--- config.mk ---
export PLATFORM = sky130hd
export DESIGN_NAME = hall_sensor_step_counter
export DESIGN_NICKNAME = d
export VERILOG_FILES = /design/src/rtl/core/hssc_pkg.sv /design/src/rtl/core/hssc_step_logic.sv /design/src/rtl/core/hall_sensor_step_counter.sv
export SDC_FILE = /design/constraint.sdc
export NUM_CORES = 1
export LEC_CHECK = 0
export BUFFER_PORTS_ARGS = -buffer_cell sky130_fd_sc_hd__buf_2
export CORE_MARGIN = 4
export CORE_UTILIZATION = 45
export CTS_CLUSTER_SIZE = 10
export DETAILED_ROUTE_END_ITERATION = 10
export PLACE_DENSITY_LB_ADDON = 0.25
export REMOVE_ABC_BUFFERS = 1
export SLEW_MARGIN = 20
export SYNTH_ARGS = -nofsm -noshare
export SYNTH_HDL_FRONTEND = slang
export SYNTH_SLANG_ARGS = --single-unit
--- constraint.sdc ---
create_clock -name clk -period 8 [get_ports clk]
set_input_delay 0.4 -clock clk [delete_from_list [all_inputs] [get_ports clk]]
set_output_delay 0.4 -clock clk [all_outputs]
set_load 0.01 [all_outputs]
--- src/rtl/core/hssc_pkg.sv ---
package hssc_pkg;

    localparam int TIME_W  = 48;
    localparam int TICKS_W = 32;

    localparam logic [2:0]  HALL_RESET_PATTERN  = 3'd1;
    localparam logic [31:0] STALL_TIMEOUT_RESET = 32'd500000;

    localparam logic signed [1:0] DIR_NONE    = 2'sd0;
    localparam logic signed [1:0] DIR_FORWARD = 2'sd1;
    localparam logic signed [1:0] DIR_REVERSE = -2'sd1;

    typedef enum logic [1:0] {
        CMD_SAMPLE      = 2'd0,
        CMD_RESET       = 2'd1,
        CMD_STALL_CHECK = 2'd2
    } cmd_t;

    typedef enum logic [1:0] {
        ST_STEP    = 2'd0,
        ST_INVALID = 2'd1,
        ST_GLITCH  = 2'd2,
        ST_OTHER   = 2'd3
    } status_t;

    // Per-motor tracking state
    typedef struct packed {
        logic [2:0]                prev_pattern;
        logic signed [TICKS_W-1:0] ticks;
        logic signed [1:0]         direction;
        logic [TIME_W-1:0]         last_us;
        logic                      stalled;
    } motor_state_t;

    // Forward successor in the sequence 1,3,2,6,4,5
    function automatic logic [2:0] succ_fwd(input logic [2:0] pat);
        logic [2:0] res;
        unique case (pat)
            3'd1:    res = 3'd3;
            3'd2:    res = 3'd6;
            3'd3:    res = 3'd2;
            3'd4:    res = 3'd5;
            3'd5:    res = 3'd1;
            3'd6:    res = 3'd4;
            default: res = 3'd0;
        endcase
        return res;
    endfunction

    // Reverse successor in the sequence 1,5,4,6,2,3
    function automatic logic [2:0] succ_rev(input logic [2:0] pat);
        logic [2:0] res;
        unique case (pat)
            3'd1:    res = 3'd5;
            3'd2:    res = 3'd3;
            3'd3:    res = 3'd1;
            3'd4:    res = 3'd6;
            3'd5:    res = 3'd4;
            3'd6:    res = 3'd2;
            default: res = 3'd0;
        endcase
        return res;
    endfunction

endpackage

--- src/rtl/core/hssc_step_logic.sv ---
module hssc_step_logic
    import hssc_pkg::*;
(
    input  logic [1:0]        cmd,
    input  logic [2:0]        hall_pattern,
    input  logic [TIME_W-1:0] now_us,
    input  logic [31:0]       timeout_us,
    input  motor_state_t      cur,
    output motor_state_t      nxt,
    output status_t           status
);

    logic [TIME_W-1:0] elapsed;
    logic              pat_invalid;
    logic              is_fwd;
    logic              is_rev;

    // Decode the transition against the previous pattern
    assign pat_invalid = (hall_pattern == 3'd0) || (hall_pattern == 3'd7);
    assign is_fwd      = (succ_fwd(cur.prev_pattern) == hall_pattern);
    assign is_rev      = (succ_rev(cur.prev_pattern) == hall_pattern);
    assign elapsed     = now_us - cur.last_us;

    always_comb
    begin
        nxt    = cur;
        status = ST_OTHER;
        unique case (cmd)
            CMD_SAMPLE:
            begin
                nxt.prev_pattern = hall_pattern;
                priority if (pat_invalid)
                begin
                    status = ST_INVALID;
                end
                else if (is_fwd)
                begin
                    nxt.ticks     = cur.ticks + 32'sd1;
                    nxt.direction = DIR_FORWARD;
                    nxt.last_us   = now_us;
                    nxt.stalled   = 1'b0;
                    status        = ST_STEP;
                end
                else if (is_rev)
                begin
                    nxt.ticks     = cur.ticks - 32'sd1;
                    nxt.direction = DIR_REVERSE;
                    nxt.last_us   = now_us;
                    nxt.stalled   = 1'b0;
                    status        = ST_STEP;
                end
                else
                begin
                    status = ST_GLITCH;
                end
            end
            CMD_RESET:
            begin
                nxt.ticks     = '0;
                nxt.direction = DIR_NONE;
                nxt.last_us   = now_us;
                nxt.stalled   = 1'b0;
            end
            CMD_STALL_CHECK:
            begin
                if ((cur.last_us != '0) && (elapsed > {16'd0, timeout_us}))
                begin
                    nxt.stalled = 1'b1;
                end
            end
            default:
            begin
                nxt = cur;
            end
        endcase
    end

endmodule

--- src/rtl/core/hall_sensor_step_counter.sv ---
// Channel   Direction  Handshake              Payload
// input     in         in_valid / in_stall    cmd, motor, hall_pattern, now_us
// result    out        out_valid / out_stall  out_motor, ticks, direction,
//                                             last_step_us, stalled, status
// config    in         cfg_valid / cfg_ready  cfg_timeout
//
// A result is registered after its input transaction: the input register
// feeds one pass of the step logic into the result register and motor state.
// One item per cycle unless out_stall is set; motor state updates as an item
// leaves the input register, so items for the same motor follow back to back.
// Reset restores pattern 1, zero counters and the default stall timeout.
// A stalled result holds a full input register, which raises in_stall.
module hall_sensor_step_counter
    import hssc_pkg::*;
#(
    parameter int MOTOR_COUNT = 2
)
(
    input  logic                      clk,
    input  logic                      rst_n,
    input  logic                      in_valid,
    output logic                      in_stall,
    input  logic [1:0]                cmd,
    input  logic                      motor,
    input  logic [2:0]                hall_pattern,
    input  logic [TIME_W-1:0]         now_us,
    output logic                      out_valid,
    input  logic                      out_stall,
    output logic                      out_motor,
    output logic signed [TICKS_W-1:0] ticks,
    output logic signed [1:0]         direction,
    output logic [TIME_W-1:0]         last_step_us,
    output logic                      stalled,
    output logic [1:0]                status,
    input  logic                      cfg_valid,
    output logic                      cfg_ready,
    input  logic [31:0]               cfg_timeout
);

    logic [31:0]              timeout_reg;
    logic                     s0_valid_reg;
    logic [1:0]               s0_cmd_reg;
    logic                     s0_motor_reg;
    logic [2:0]               s0_pattern_reg;
    logic [TIME_W-1:0]        s0_now_reg;
    motor_state_t             state_reg [MOTOR_COUNT];
    logic [MOTOR_COUNT-1:0]   motor_sel;
    logic                     motor_hit;
    motor_state_t             cur_state;
    motor_state_t             nxt_state;
    status_t                  step_status;
    logic                     out_free;
    logic                     s0_adv;
    logic                     out_valid_reg;
    logic                     out_motor_reg;
    logic signed [TICKS_W-1:0] out_ticks_reg;
    logic signed [1:0]        out_dir_reg;
    logic [TIME_W-1:0]        out_last_reg;
    logic                     out_stalled_reg;
    logic [1:0]               out_status_reg;

    // Handshake: the input register moves whenever the result register frees
    assign out_free  = !out_valid_reg || !out_stall;
    assign s0_adv    = s0_valid_reg && out_free;
    assign in_stall  = s0_valid_reg && !out_free;
    assign cfg_ready = 1'b1;

    // Configuration register
    always_ff @(posedge clk or negedge rst_n)
    begin
        if (!rst_n)
        begin
            timeout_reg <= STALL_TIMEOUT_RESET;
        end
        else if (cfg_valid && cfg_ready)
        begin
            timeout_reg <= cfg_timeout;
        end
    end

    // Input register: control
    always_ff @(posedge clk or negedge rst_n)
    begin
        if (!rst_n)
        begin
            s0_valid_reg <= 1'b0;
        end
        else if (!in_stall)
        begin
            s0_valid_reg <= in_valid;
        end
    end

    // Input register: payload
    always_ff @(posedge clk)
    begin
        if (in_valid && !in_stall)
        begin
            s0_cmd_reg     <= cmd;
            s0_motor_reg   <= motor;
            s0_pattern_reg <= hall_pattern;
            s0_now_reg     <= now_us;
        end
    end

    // Select the addressed motor's state
    always_comb
    begin
        cur_state = '0;
        motor_sel = '0;
        for (int m = 0; m < MOTOR_COUNT; m++)
        begin
            if (32'(s0_motor_reg) == 32'(m))
            begin
                motor_sel[m] = 1'b1;
                cur_state    = state_reg[m];
            end
        end
    end

    assign motor_hit = |motor_sel;

    hssc_step_logic u_step (
        .cmd          (s0_cmd_reg),
        .hall_pattern (s0_pattern_reg),
        .now_us       (s0_now_reg),
        .timeout_us   (timeout_reg),
        .cur          (cur_state),
        .nxt          (nxt_state),
        .status       (step_status)
    );

    // Motor state: write back as the item leaves the input register
    always_ff @(posedge clk or negedge rst_n)
    begin
        if (!rst_n)
        begin
            for (int m = 0; m < MOTOR_COUNT; m++)
            begin
                state_reg[m].prev_pattern <= HALL_RESET_PATTERN;
                state_reg[m].ticks        <= '0;
                state_reg[m].direction    <= DIR_NONE;
                state_reg[m].last_us      <= '0;
                state_reg[m].stalled      <= 1'b0;
            end
        end
        else if (s0_adv)
        begin
            for (int m = 0; m < MOTOR_COUNT; m++)
            begin
                if (motor_sel[m])
                begin
                    state_reg[m] <= nxt_state;
                end
            end
        end
    end

    // Result register: control
    always_ff @(posedge clk or negedge rst_n)
    begin
        if (!rst_n)
        begin
            out_valid_reg <= 1'b0;
        end
        else if (out_free)
        begin
            out_valid_reg <= s0_valid_reg;
        end
    end

    // Result register: payload, zeros and ST_OTHER status for a motor outside the array
    always_ff @(posedge clk)
    begin
        if (s0_adv)
        begin
            out_motor_reg <= s0_motor_reg;
            if (motor_hit)
            begin
                out_ticks_reg   <= nxt_state.ticks;
                out_dir_reg     <= nxt_state.direction;
                out_last_reg    <= nxt_state.last_us;
                out_stalled_reg <= nxt_state.stalled;
                out_status_reg  <= step_status;
            end
            else
            begin
                out_ticks_reg   <= '0;
                out_dir_reg     <= DIR_NONE;
                out_last_reg    <= '0;
                out_stalled_reg <= 1'b0;
                out_status_reg  <= ST_OTHER;
            end
        end
    end

    assign out_valid    = out_valid_reg;
    assign out_motor    = out_motor_reg;
    assign ticks        = out_ticks_reg;
    assign direction    = out_dir_reg;
    assign last_step_us = out_last_reg;
    assign stalled      = out_stalled_reg;
    assign status       = out_status_reg;

`ifndef NO_ASSERTIONS
    a_stall_needs_item: assert property (@(posedge clk) disable iff (!rst_n)
        in_stall |-> s0_valid_reg)
        else $error("in_stall raised with an empty input register");

    a_result_from_item: assert property (@(posedge clk) disable iff (!rst_n)
        $rose(out_valid_reg) |-> $past(s0_valid_reg))
        else $error("result appeared without an item in the input register");

    a_step_has_dir: assert property (@(posedge clk) disable iff (!rst_n)
        (s0_adv && motor_hit && step_status == ST_STEP) |=>
        (out_dir_reg == DIR_FORWARD || out_dir_reg == DIR_REVERSE))
        else $error("counted step reported without a direction");

    a_step_clears_stall: assert property (@(posedge clk) disable iff (!rst_n)
        (s0_adv && motor_hit && step_status == ST_STEP) |=> !out_stalled_reg)
        else $error("counted step left the stall flag set");

    a_cfg_write: assert property (@(posedge clk) disable iff (!rst_n)
        (cfg_valid && cfg_ready) |=> timeout_reg == $past(cfg_timeout))
        else $error("stall timeout not loaded by a configuration transaction");
`endif

endmodule

# ---- After elaboration in Yosys (flattened, before gate mapping)
# Cells that the tools add are included.
# W data, S select, Z words.
dict set report classes {
  addsub 3
  magnitude_cmp 1
  n_eq_ne 11
  mux 15
  bitwise_logic 3
  n_reduce_logical 18
}
# op n
set op_table {}
lappend op_table {{$mux W83} 3}
lappend op_table {{$pmux W82 S2} 1}
lappend op_table {{$mux W86} 1}
lappend op_table {{$gt A48 B32 Y1} 1}
lappend op_table {{$reduce_bool A48 Y1} 1}
lappend op_table {{$sub A48 B48 Y48} 1}
lappend op_table {{$pmux W3 S6} 2}
lappend op_table {{$add A32 B2 Y32 const B} 1}
lappend op_table {{$sub A32 B2 Y32 const B} 1}
lappend op_table {{$eq A3 B3 Y1 const B} 4}
lappend op_table {{$eq A3 B2 Y1 const B} 2}
lappend op_table {{$eq A3 B3 Y1} 2}
lappend op_table {{$mux W2} 3}
lappend op_table {{$reduce_and A2 Y1} 3}
lappend op_table {{$logic_and A1 B1 Y1} 4}
lappend op_table {{$logic_not A1 Y1} 4}
lappend op_table {{$eq A3 B1 Y1 const B} 1}
lappend op_table {{$logic_not A3 Y1} 1}
lappend op_table {{$mux W1} 3}
lappend op_table {{$mux W3} 1}
lappend op_table {{$not A1 Y1} 3}
lappend op_table {{$pmux W1 S3} 1}
lappend op_table {{$reduce_or A3 Y1} 1}
lappend op_table {{$eq A2 B1 Y1 const B} 1}
lappend op_table {{4 further kinds} 5}
dict set report word_totals {
  ff_bits 346
  inputBits 91
  output_inout_bits 89
  word_cells 75
}

# ---- Longest topological paths before layout
# Gate-level depths: netlist (run 1).
dict set report depth {
  depth_word 8
  ltp_mapped 30
  depth_no_buf 24
}

# ---- Hierarchy
# A second synthesis (run 1) with hierarchy kept.
dict set report hier_totals {
  cells_unflattened 1658
  area_unflattened_um2 19037.0
}
# module instances cells_each area_per_inst_um2 seq_area_each_um2
set modules_own_cells {}
lappend modules_own_cells {hall_sensor_step_counter 1 680 13053.8 9370.2}
lappend modules_own_cells {hssc_step_logic 1 978 5983.2 0.0}

# ---- Least setup slack after synthesis (run 1)
# No wires, ideal clock.
dict set report synth_timing {
  path_kind {reg2reg}
  start {reg s0_motor_reg}
  end {reg out_stalled_reg (netlist: stalled), data pin}
  setup_ps 265
  arrival_ps 5829
  required_time_ps 7735
  setup_slack_ps 1907
  path_stages_with_launch 31
  n_path_buf 7
  synth_period_minus_slack_ps 6093
  cell_sequence {edfxtp_1 > buf_6 > buf_8 > buf_8 > buf_6 > buf_6 > buf_6 > buf_2 > mux2i_1 > ha_1 > and2_1 > a221o_1 > o2111ai_1 > o21ai_0 > a21oi_1 > o21bai_1 > a31oi_1 > o21ai_0 > a21oi_1 > xnor2_1 > ha_1 > a21oi_1 > nor2b_1 > o21ai_0 > o21ai_0 > a2111oi_0 > o211ai_1 > nor3_1 > nand4_1 > nor4_2 > nor2_1}
}
# element line
set synth_lines {}
lappend synth_lines {{from (decl)} hall_sensor_step_counter.sv:43} ;# logic s0_motor_reg;
lappend synth_lines {{from (signal assigned)} hall_sensor_step_counter.sv:100} ;# s0_motor_reg <= motor;
lappend synth_lines {{to (signal assigned)} hall_sensor_step_counter.sv:183} ;# out_stalled_reg <= nxt_state.stalled;
lappend synth_lines {{to (decl)} hall_sensor_step_counter.sv:59} ;# logic out_stalled_reg;

==> results of run 1 <==
## final timing paths
| kind | cells after the start | startpoint | to |
|---|---|---|---|
| worst max register to register | 24 | s0_motor_reg | stalled |
| worst min register to register | 2 | state_reg[129] | state_reg[129] |
| min in group asynchronous | 2 | rst_n | state_reg[144] |
| worst min-delay path | 1 | now_us[12] | s0_now_reg[12] |
| worst max-delay path | 24 | s0_motor_reg | stalled |
| max in group asynchronous | 3 | rst_n | state_reg[41] |
## per-stage QoR
stage               setup WS [ps]  hold slack [ps]  total power, mW
floorplan                    -430              104             4.71
global placement             1350              422             5.55
detailed placement           1200              428             5.62
CTS                          1160           0.0514             7.40
global route                  474             2.90             7.90
finish                       1020             22.7             7.36
## critical path, stage by stage, from the launching register on
cell,delay (ps)
edfxtp_1,980
buf_4,340
mux2_2,390
ha_1,200
nor2b_1,150
o211a_1,200
o2111ai_1,230
o21ai_0,620
a21oi_1,230
o21bai_1,320
a31oi_1,170
o21ai_0,290
a21oi_1,130
xnor2_1,150
ha_1,310
a21oi_1,150
nor2b_1,70
o21ai_0,130
o21ai_0,100
a2111oi_0,470
o211ai_1,170
nor3_1,220
nand4_1,130
nor4_2,470
nor2_1,70
## repair_timing
action                                  CTS  global route
hold buffers                             23             0
endpoints found under the setup margin    0             0
hold endpoints to repair                 82             0
gates resized for setup                   0             0
## cell type report
type	count	area share, %
sequential	346	42.4
timing repair buffer	217	5.68
multi-input combinational	1444	41.3
clock inverter	3	0.232
tap	577	3.27
clock buffer	71	5.34
inverter	104	1.77
## synth_stat cells, types with 7 or more instances
master / number / area share, %
o21bai_1: 8 / 0.31
and2_1: 9 / 0.29
edfxtp_1: 140 / 22
nor3_1: 40 / 1.0
a31oi_1: 8 / 0.26
o211ai_1: 9 / 0.35
o31ai_1: 32 / 1.2
xor2_1: 29 / 1.3
a211oi_1: 12 / 0.46
or3_1: 12 / 0.39
a32oi_1: 7 / 0.32
nand4_1: 35 / 1.1
mux2_2: 65 / 3.8
dfrtp_1: 197 / 25
mux2i_1: 56 / 2.9
nand2_1: 352 / 6.8
buf_2: 24 / 0.62
nor3b_1: 9 / 0.35
a21oi_1: 107 / 2.8
ha_1: 82 / 5.3
a21o_1: 11 / 0.43
buf_6: 12 / 0.70
nand3_1: 25 / 0.64
inv_1: 104 / 2.0
dfstp_2: 9 / 1.2
o21ai_1: 32 / 0.82
nor2b_1: 13 / 0.42
clkbuf_1: 61 / 1.2
o21a_1: 10 / 0.39
nand2b_1: 8 / 0.26
nor2_1: 130 / 2.5
a21oi_2: 19 / 0.86
o21ai_0: 168 / 4.3
nor4_1: 13 / 0.42
xnor2_1: 43 / 1.9
## routing by layer
layer	share of wire [%]	GRT usage (%)	wire length, µm
met5	0.025	0	13
met4	3.5	8.20	1870
met3	4.9	3.26	2570
met2	47	36.7	24700
met1	45	29.8	23400
## cell families after synthesis
kind of cell    Yosys count  synth area share, %
mux                     127                 7.25
fa+ha+maj                83                 5.39
simple gates            690                 16.2
xor+xnor                 72                 3.25
buf+inv                 213                 4.92
flops                   346                 48.3
other cells               1               0.0193
compound gates          471                 14.8
## power by group
group          switching, mW  internal, mW  leakage, nW
clock network          0.704          1.03        0.589
registers              0.242          2.31         3.97
logic                   1.91          1.17         5.06
total                   2.85          4.51         9.62
==> summary.md, run 1 <==
| Metric | Value |
|---|---|
| #FFs+latches synth | `346` |
| Most common cell after layout, fill and taps aside | `nand2_1` |
| Worst endpoint data arrival time | `~7300 ps` |
| Detailed-route via count | `between 15000 and 20000` |
| Worst Path Max Fanout | `18` |
| Iteration-0 DRC Markers | `1107` |
| Fin crit share | `87.3%` |
| Initial antenna violation count | `1` |
| Endpoints failing setup | `0` |
| Dominant synthesized flop cell | `dfrtp_1` |
| Synthesis-to-layout area growth | `13.8%` |
| Final Core Density | `52.2%` |
| Maximum clock insertion buffer count | `3` |
| Synth Cell Area | `approximately 20000 µm²` |
| Chip width | `approximately 220 µm` |
| Fin nets | `2328` |
| Max Slew Vio Count | `0` |
| Multi-input logic area | `about 9000 µm²` |
| Post-DP HPWL | `between 30000 and 40000 µm` |
| Fin area | `between 20000 and 25000 µm²` |
| First-pass GRT wire length | `~83000 µm` |
| Die area | `46500 µm²` |
| Diode count | `0` |
| IO Count | `180` |
| Port bufs | `178` |
| Non-Filler Instances | `between 2000 and 3000` |
| FP Rows | `75` |
| Placed Instance Area | `~21000 µm²` |
| H-tree levels | `2` |
| Vias per cell | `~5.5` |
| Status | `finished, final reports clean` |
| VDD IR max | `~0.0002 V` |
| Leak Pwr | `9.62 nW` |
| Setup TNS | `0 ps` |
| Number of flip-flops in the largest register | `roughly 170` |
| Gp weighted congestion | `about 0.95` |
| Average size of a mapped cell | `about 9.7 µm²` |
| CTS Sinks | `346` |
| Worst Setup Path Type | `register to register` |
| Worst-margin pin slew | `1060 ps` |
| CORE AREA | `42300 µm²` |
| Chip Height | `between 200 and 250 µm` |
| Ys async rst share | `about three fifths` |
| WP data required | `around 8300 ps` |
| R2r setup slk | `1020 ps` |
| Layout cell share with drive strength beyond 1 | `17.0%` |
| Slew Limit Headroom | `roughly 30%` |
| Placed Cells incl. Taps | `2665` |
| Post-route minimum period | `6980 ps` |
| Yosys warns | `0` |
| Routed wire length | `52600 µm` |
| Final hold vios | `0` |
| Reg clk slew, reported paths | `60 ps` |
| Final antenna-violating net count | `0` |
| Starting Density | `a little under half` |
| Clock skew after layout | `about 29 ps` |
| Sequential element share of the synthesized area | `roughly 48%` |
| Netlist cell types | `86` |
| Largest net degree at the start of global routing | `just under 90` |
| DRC viols | `0` |
| Grt total ovfl | `0` |
| Fillcell total | `approximately 3900` |
| TritonCTS clock tree | `yes` |
| Achievable Freq | `roughly 0.14 GHz` |
| Root Buffer | `clkbuf_16` |
| Total Routing Usage GR | `between 20% and 30%` |
| Post-DR wirelength/cell | `between 15 and 20 µm` |
| Worst Hold Class | `input pin to register` |
| PD cells | `333 nW/µm²` |
| Most frequent cells in the layout | `351 x nand2_1, 197 x dfrtp_1, 177 x buf_2` |
| CP Launch Type | `register` |
| Post-Syn Instances | `2003` |
| Number of global-route vias before repair | `roughly 15000` |
| Num CTS Buffers | `41` |
| RSZ-0062 raised after global routing | `false` |
| Clock Latency Late Sink | `560 ps` |
| Max_cap viols | `0` |
| Setup bufs post-CTS | `0` |
| Critical path capture point type | `register` |
| 1st-pass router iterations | `5` |
| Register area | `around 9400 µm²` |
| Number of enable flip-flop cells after synthesis | `140` |
Note: power is estimated with default switching activity, not from simulation.
==> inputs of run 2 (changes only) <==
--- a/config.mk
+++ b/config.mk
@@ -17,2 +17,3 @@
 export SYNTH_HDL_FRONTEND = slang
 export SYNTH_SLANG_ARGS = --single-unit
+export TNS_END_PERCENT = 5
==> constraint.sdc (replaced) <==
create_clock -name clk -period 8 [get_ports clk]
set_input_delay 1.6 -clock clk [delete_from_list [all_inputs] [get_ports clk]]
set_output_delay 1.6 -clock clk [all_outputs]
set_load 0.01 [all_outputs]
==> run 2 against run 1 <==
Global-route usage increased by 0.13 points. Worst hold slack better by 450 ps. Via count decreased by 0.41%. Final area is 0.93% lower. Sequential share of layout area increased by 0.40 points. Combinational power barely moved. Maximum frequency shrank 0.44%. Clock power hardly changed. Critical path depth unchanged. Routed wire length grew 0.27%. Non-clock buffer count shrank 22. Largest cell class unchanged. Highest routed layer is now met4.
==> summary.md, run 2 (synthesized netlist as in run 1, its figures left out) <==
| Metric | Value |
|---|---|
| Status | `finished, final reports clean` |
| Clock skew after layout | `14.7 ps (-14.7 ps)` |
| FP Rows | `75 (unchanged)` |
| CP Launch Type | `register` |
| Clock Latency Late Sink | `550 ps (about the same)` |
| Vias per cell | `5.56 (+0.28%)` |
| Fin crit share | `87.7% (+0.38 points)` |
| Largest net degree at the start of global routing | `87 (unchanged)` |
| Post-DR wirelength/cell | `19.2 µm (+0.96%)` |
| Routed wire length | `52800 µm (+0.27%)` |
| Reg2Reg Depth | `24 (unchanged)` |
| WP data required | `8280 ps (about the same)` |
| CTS Hold Bufs | `0 (-100%)` |
| Reg clk slew, reported paths | `60 ps (about the same)` |
| Starting Density | `45.9% (unchanged)` |
| Logic pwr share | `41.8% (about the same)` |
| Pre-CTS setup slack | `1140 ps (-59.1 ps)` |
| Initial antenna violation count | `1 (unchanged)` |
| Number of flip-flops in the largest register | `172 (unchanged)` |
| Reg-to-Reg End | `stalled` |
| Most frequent cells in the layout | `351 x nand2_1, 197 x dfrtp_1, 177 x buf_2` |
| Synthesis-to-layout area growth | `12.7%` |
| RSZ-0062 raised after global routing | `false` |
| Worst endpoint data arrival time | `7300 ps (+30 ps)` |
| Critical path capture point type | `register` |
| Final hold vios | `0 (unchanged)` |
| Gp weighted congestion | `0.945 (-0.38%)` |
| Worst Setup Path Type | `register to register` |
| TritonCTS clock tree | `yes` |
| PostCTS Resize Cnt | `0 (unchanged)` |
| 1st-pass router iterations | `7 (+2)` |
| Clock power share | `23.6% (about the same)` |
| Post-DP HPWL | `38100 µm (-0.62%)` |
| Total Routing Usage GR | `22.3% (+0.13 points)` |
| Seq pwr share | `34.6% (about the same)` |
| Setup TNS | `0 ps (unchanged)` |
| DRC viols | `0 (unchanged)` |
| IO Count | `180 (unchanged)` |
| CORE AREA | `42300 µm² (unchanged)` |
| Setup bufs post-CTS | `0 (unchanged)` |
| Most common cell after layout, fill and taps aside | `nand2_1` |
| Chip width | `216 µm (unchanged)` |
| Final worst setup slack | `987 ps (-30.6 ps)` |
| RR Startpoint | `s0_motor_reg` |
| Worst Hold Class | `register to register` |
| Grt total ovfl | `0 (unchanged)` |
| Post-route minimum period | `7010 ps (+30.6 ps)` |
| NetSw | `2.87 mW (+0.44%)` |
| Critical Path End | `stalled` |
| Fin nets | `2306 (-0.95%)` |
| First-pass GRT wire length | `83200 µm (+0.68%)` |
| Non-Filler Instances | `2743 (-0.69%)` |
| Worst Path Max Fanout | `18 (unchanged)` |
| Int Power | `4.50 mW (-0.19%)` |
| CTS Sinks | `346 (unchanged)` |
| Fin area | `21900 µm² (-0.93%)` |
| Die area | `46500 µm² (unchanged)` |
| Chip Height | `216 µm (unchanged)` |
| Placed Cells incl. Taps | `2665 (unchanged)` |
| VDD IR max | `0.000159 V (-20%)` |
| H-tree levels | `2 (unchanged)` |
| Sw frac | `38.9% (+0.15 points)` |
| PD cells | `337 nW/µm² (+1.0%)` |
| Num CTS Buffers | `41 (unchanged)` |
| Port bufs | `178 (unchanged)` |
| Root Buffer | `clkbuf_16` |
| Maximum clock insertion buffer count | `3 (unchanged)` |
| Placed Instance Area | `20600 µm² (unchanged)` |
| Layout cell share with drive strength beyond 1 | `17.3% (+0.25 points)` |
| CP startpoint | `s0_motor_reg` |
| Number of global-route vias before repair | `14909 (+0.72%)` |
| Worst-margin pin slew | `1050 ps (-0.881 ps)` |
| Detailed-route via count | `15245 (-0.41%)` |
| Max_cap viols | `0 (unchanged)` |
| Iteration-0 DRC Markers | `1090 (-1.5%)` |
| Leak Pwr | `9.54 nW (-0.87%)` |
| Slew Limit Headroom | `29.7% (+0.059 points)` |
| R2r setup slk | `990 ps (-30 ps)` |
| Achievable Freq | `0.143 GHz (-0.44%)` |
| Final antenna-violating net count | `0 (unchanged)` |
| Max Slew Vio Count | `0 (unchanged)` |
| Endpoints failing setup | `0 (unchanged)` |
-- run 2: cell types whose count changed in the layout (fill, tap and decap cells not counted) --
cell           before  now
buf_4              15   16
bufinv_16           1    0
clkbuf_16          42   43
buf_12              0    1
dlygate4sd3_1      23    0
clkbuf_1           27   28
diode_2             0    1
clkinv_8            1    0
buf_6               1    0
clkbuf_8            3    4
inv_6               0    1
-- run 2: power by group through the flow --
stage	Clock [mW]	Sequential, mW	Combinational [mW]
final	1.74	2.55	3.08
after global placement	0	2.56	2.99
after CTS	1.78	2.55	3.06
after global routing	1.86	2.60	3.44
after floorplan	0	2.56	2.14
after detailed placement	0	2.58	3.04
-- run 2: layer usage --
layer / routed length [µm] / GRT usage [%] / vias up
met5: 0 / 0 / -
met4: 2160 / 9.79 / 0
met3: 2870 / 3.09 / 107
met1: 23200 / 30.2 / 7350
met2: 24500 / 36.0 / 430
li1: - / - / 7358
-- run 2: worst min path at each step --
stage                        start             end  cells past startpoint
floorplan            state_reg[75]   state_reg[75]                      1
global route         state_reg[79]   state_reg[79]                      1
global placement     state_reg[34]   state_reg[34]                      2
finish               state_reg[75]   state_reg[75]                      1
detailed placement  state_reg[132]  state_reg[132]                      2
CTS                  state_reg[79]   state_reg[79]                      1
-- run 2: critical path, cell delays in order, from the launching register on --
cell,delay (ps)
edfxtp_1,980
buf_4,340
mux2_2,390
ha_1,200
nor2b_1,160
o211a_1,200
o2111ai_1,210
o21ai_0,580
a21oi_1,230
o21bai_1,350
a31oi_1,170
o21ai_0,310
a21oi_1,130
xnor2_1,160
ha_1,310
a21oi_1,130
nor2b_1,50
o21ai_0,140
o21ai_0,100
a2111oi_0,460
o211ai_1,180
nor3_1,210
nand4_1,150
nor4_2,510
nor2_1,80
-- run 2: area by class of cell --
| type | count | area (µm²) |
|---|---|---|
| fill | 3885 | 20400 |
| sequential | 346 | 9370 |
| tap | 577 | 722 |
| clock inverter | 2 | 13.8 |
| multi-input combinational | 1444 | 9120 |
| timing repair buffer | 195 | 1040 |
| inverter | 104 | 390 |
| clock buffer | 74 | 1220 |
| antenna | 1 | 2.50 |
-- run 2: metrics by stage --
step                      util [%]  hold WS (ps)  power (mW)
after floorplan                  -           435        4.71
after global placement        48.7           456        5.55
after detailed placement      48.7           462        5.62
after CTS                     51.7           474        7.39
after global routing          51.7           493        7.90
final                         51.7           472        7.37
==> inputs of run 3 (changes only) <==
- PLACE_DENSITY: unset -> 0.72
- PLACE_DENSITY_LB_ADDON: 0.25 -> unset
==> run 3 against run 2 <==
Clock-buffer cell count decreased by 3. Worst setup slack improved by 350 ps. Critical path type unchanged. Die area unchanged. Final cell count decreased by 0.11%. Largest power group unchanged. Register-to-register slack improved by 350 ps.
==> summary.md, run 3 (synthesized netlist as in run 1, its figures left out) <==
| Metric | Value |
|---|---|
| CP max stage cell | `edfxtp_1` |
| PostCTS Resize Cnt | `0 (unchanged)` |
| Port bufs | `178 (unchanged)` |
| Global route hottest layer | `met2` |
| Post-DP HPWL | `38300 µm (+0.41%)` |
| Max Slew Vio Count | `0 (unchanged)` |
| Chip width | `216 µm (unchanged)` |
| CTS Hold Bufs | `0 (unchanged)` |
| Layout cell share with drive strength beyond 1 | `17.2% (-0.030 points)` |
| Slew Limit Headroom | `28.7% (-1.0 points)` |
| FP Rows | `75 (unchanged)` |
| Number of global-route vias before repair | `15038 (+0.87%)` |
| Routed wire length | `51900 µm (-1.7%)` |
| Register area | `9370 µm² (unchanged)` |
| Reg clk slew, reported paths | `50 ps (about the same)` |
| Vias per cell | `5.55 (-0.12%)` |
| Setup TNS | `0 ps (unchanged)` |
| Critical path capture point type | `register` |
| Gp weighted congestion | `0.930 (-1.6%)` |
| DRC viols | `0 (unchanged)` |
| H-tree levels | `2 (unchanged)` |
| Fillcell total | `3877 (-0.21%)` |
| Chip Height | `216 µm (unchanged)` |
| Clock Latency Late Sink | `560 ps (about the same)` |
| Total Routing Usage GR | `21.9% (-0.39 points)` |
| Root Buffer | `clkbuf_16` |
| Grt total ovfl | `0 (unchanged)` |
| Placed Instance Area | `20600 µm² (unchanged)` |
| Clock skew after layout | `18.7 ps (+3.97 ps)` |
| Fin crit share | `83.3% (-4.4 points)` |
| RSZ-0062 raised after global routing | `false` |
| CP bufs+invs | `1 (unchanged)` |
| Number of flip-flops in the largest register | `172 (unchanged)` |
| Post-DR wirelength/cell | `18.9 µm (-1.6%)` |
| Hold Worst Slack | `475 ps (+3.04 ps)` |
| Endpoints failing setup | `0 (unchanged)` |
| Iteration-0 DRC Markers | `1067 (-2.1%)` |
| Largest net degree at the start of global routing | `88 (+1.1%)` |
| Status | `finished, final reports clean` |
| First-pass GRT wire length | `82700 µm (-0.58%)` |
| Post-route minimum period | `6660 ps (-348 ps)` |
| PD cells | `336 nW/µm² (-0.20%)` |
| Synthesis-to-layout area growth | `12.5%` |
| Setup bufs post-CTS | `0 (unchanged)` |
| CORE AREA | `42300 µm² (unchanged)` |
| Multi-input logic area | `9120 µm² (unchanged)` |
| Achievable Freq | `0.150 GHz (+5.2%)` |
| Starting Density | `45.9% (unchanged)` |
| Worst Hold Class | `register to register` |
| Most common cell after layout, fill and taps aside | `nand2_1` |
| Max_cap viols | `0 (unchanged)` |
| Detailed-route via count | `15210 (-0.23%)` |
| Crit-path cells | `buf_8 > mux2i_1 > ha_1 > and2_1 > a221o_1 > o2111ai_1 > o21ai_0 > a21oi_1 > o21bai_1 > a31oi_1 > o21ai_0 > a21oi_1 > xnor2_1 > ha_1 > a21oi_1 > nor2b_1 > o21ai_0 > o21ai_0 > a2111oi_0 > o211ai_1 > nor3_1 > nand4_1 > nor4_2 > nor2_1` |
| Final Core Density | `51.6% (-0.092 points)` |
| Die area | `46500 µm² (unchanged)` |
| Fin area | `21800 µm² (-0.18%)` |
| Final hold vios | `0 (unchanged)` |
| 1st-pass router iterations | `7 (unchanged)` |
| WP data required | `8290 ps (about the same)` |
| Worst endpoint data arrival time | `6960 ps (-340 ps)` |
| Diode count | `0 (-1)` |
| Leak Pwr | `9.52 nW (-0.21%)` |
| CTS Sinks | `346 (unchanged)` |
| Worst-margin pin slew | `1040 ps (-14.3 ps)` |
| VDD IR max | `0.000155 V (-2.3%)` |
| TritonCTS clock tree | `yes` |
| GRT met1 Usage | `29.8% (-0.38 points)` |
| Maximum clock insertion buffer count | `3 (unchanged)` |
| Fin nets | `2304 (-0.087%)` |
| Max incr delay on CP | `710 ps (-270 ps)` |
| Initial antenna violation count | `0 (-1)` |
| GR Layer Usage met2 | `36.7% (+0.73 points)` |
| Most repeated library cell on the critical path | `o21ai_0` |
| CP Launch Type | `register` |
| Worst Setup Path Type | `register to register` |
| Grt met3 use | `2.73% (-0.37 points)` |
| Most frequent cells in the layout | `351 x nand2_1, 197 x dfrtp_1, 177 x buf_2` |
| Worst Path Max Fanout | `14 (-4)` |
| Num CTS Buffers | `41 (unchanged)` |
| Final antenna-violating net count | `0 (unchanged)` |
| Crit-path leading delay family | `compound AO/OA/AOI/OAI gates` |
| IO Count | `180 (unchanged)` |
==> run 3: cell types whose count changed in the layout (fill, tap and decap cells not counted) <==
cell       change
buf_4          -2
clkbuf_16      -2
clkinv_8       +2
buf_12         -1
buf_8          +1
clkbuf_1       -1
clkinv_2       +1
diode_2        -1
==> run 3: worst paths after layout <==
| kind | start | end | depth (start not counted) | slack [ps] |
|---|---|---|---|---|
| max | s0_motor_reg | stalled | 24 | 1340 |
| max in group asynchronous | rst_n | timeout_reg[23] | 2 | 5540 |
| min in group asynchronous | rst_n | state_reg[144] | 1 | 1040 |
| min | state_reg[120] | state_reg[120] | 2 | 470 |
| min reg2reg | state_reg[120] | state_reg[120] | 2 | 470 |
| max reg2reg | s0_motor_reg | stalled | 24 | 1340 |
==> run 3: layer usage <==
metal,vias up,share of wire [%]
li1,7350,-
met1,7363,44
met2,414,48
met3,83,4.5
met4,0,2.8
met5,-,0
==> run 3: metrics by stage <==
stage               std cells  setup WS (ps)  power (mW)
floorplan                1894           -430        4.71
finish                   2740           1340        7.34
CTS                      2740           1410        7.35
detailed placement       2664           1420        5.61
global route             2740            868        7.84
global placement         2663           1220        5.53
==> run 3: layout make-up <==
type,count,share of cell area (%)
clock buffers,71,5.35
clock inverters,5,0.235
inverters,104,1.79
flip-flops and latches,346,42.9
multi-input cells,1444,41.8
repair buffers,193,4.67
well taps,577,3.30
==> run 3: tightest hold or removal path: stages, from the launching register on <==
cell and delay [ps]:
dfrtp_1 340, nand2_1 40, o21ai_0 60
==> run 3: power breakdown <==
| group | internal, mW | total [mW] | switching, mW |
|---|---|---|---|
| clock network | 0.992 | 1.71 | 0.716 |
| registers | 2.31 | 2.55 | 0.241 |
| logic | 1.16 | 3.08 | 1.92 |
| total | 4.46 | 7.34 | 2.88 |
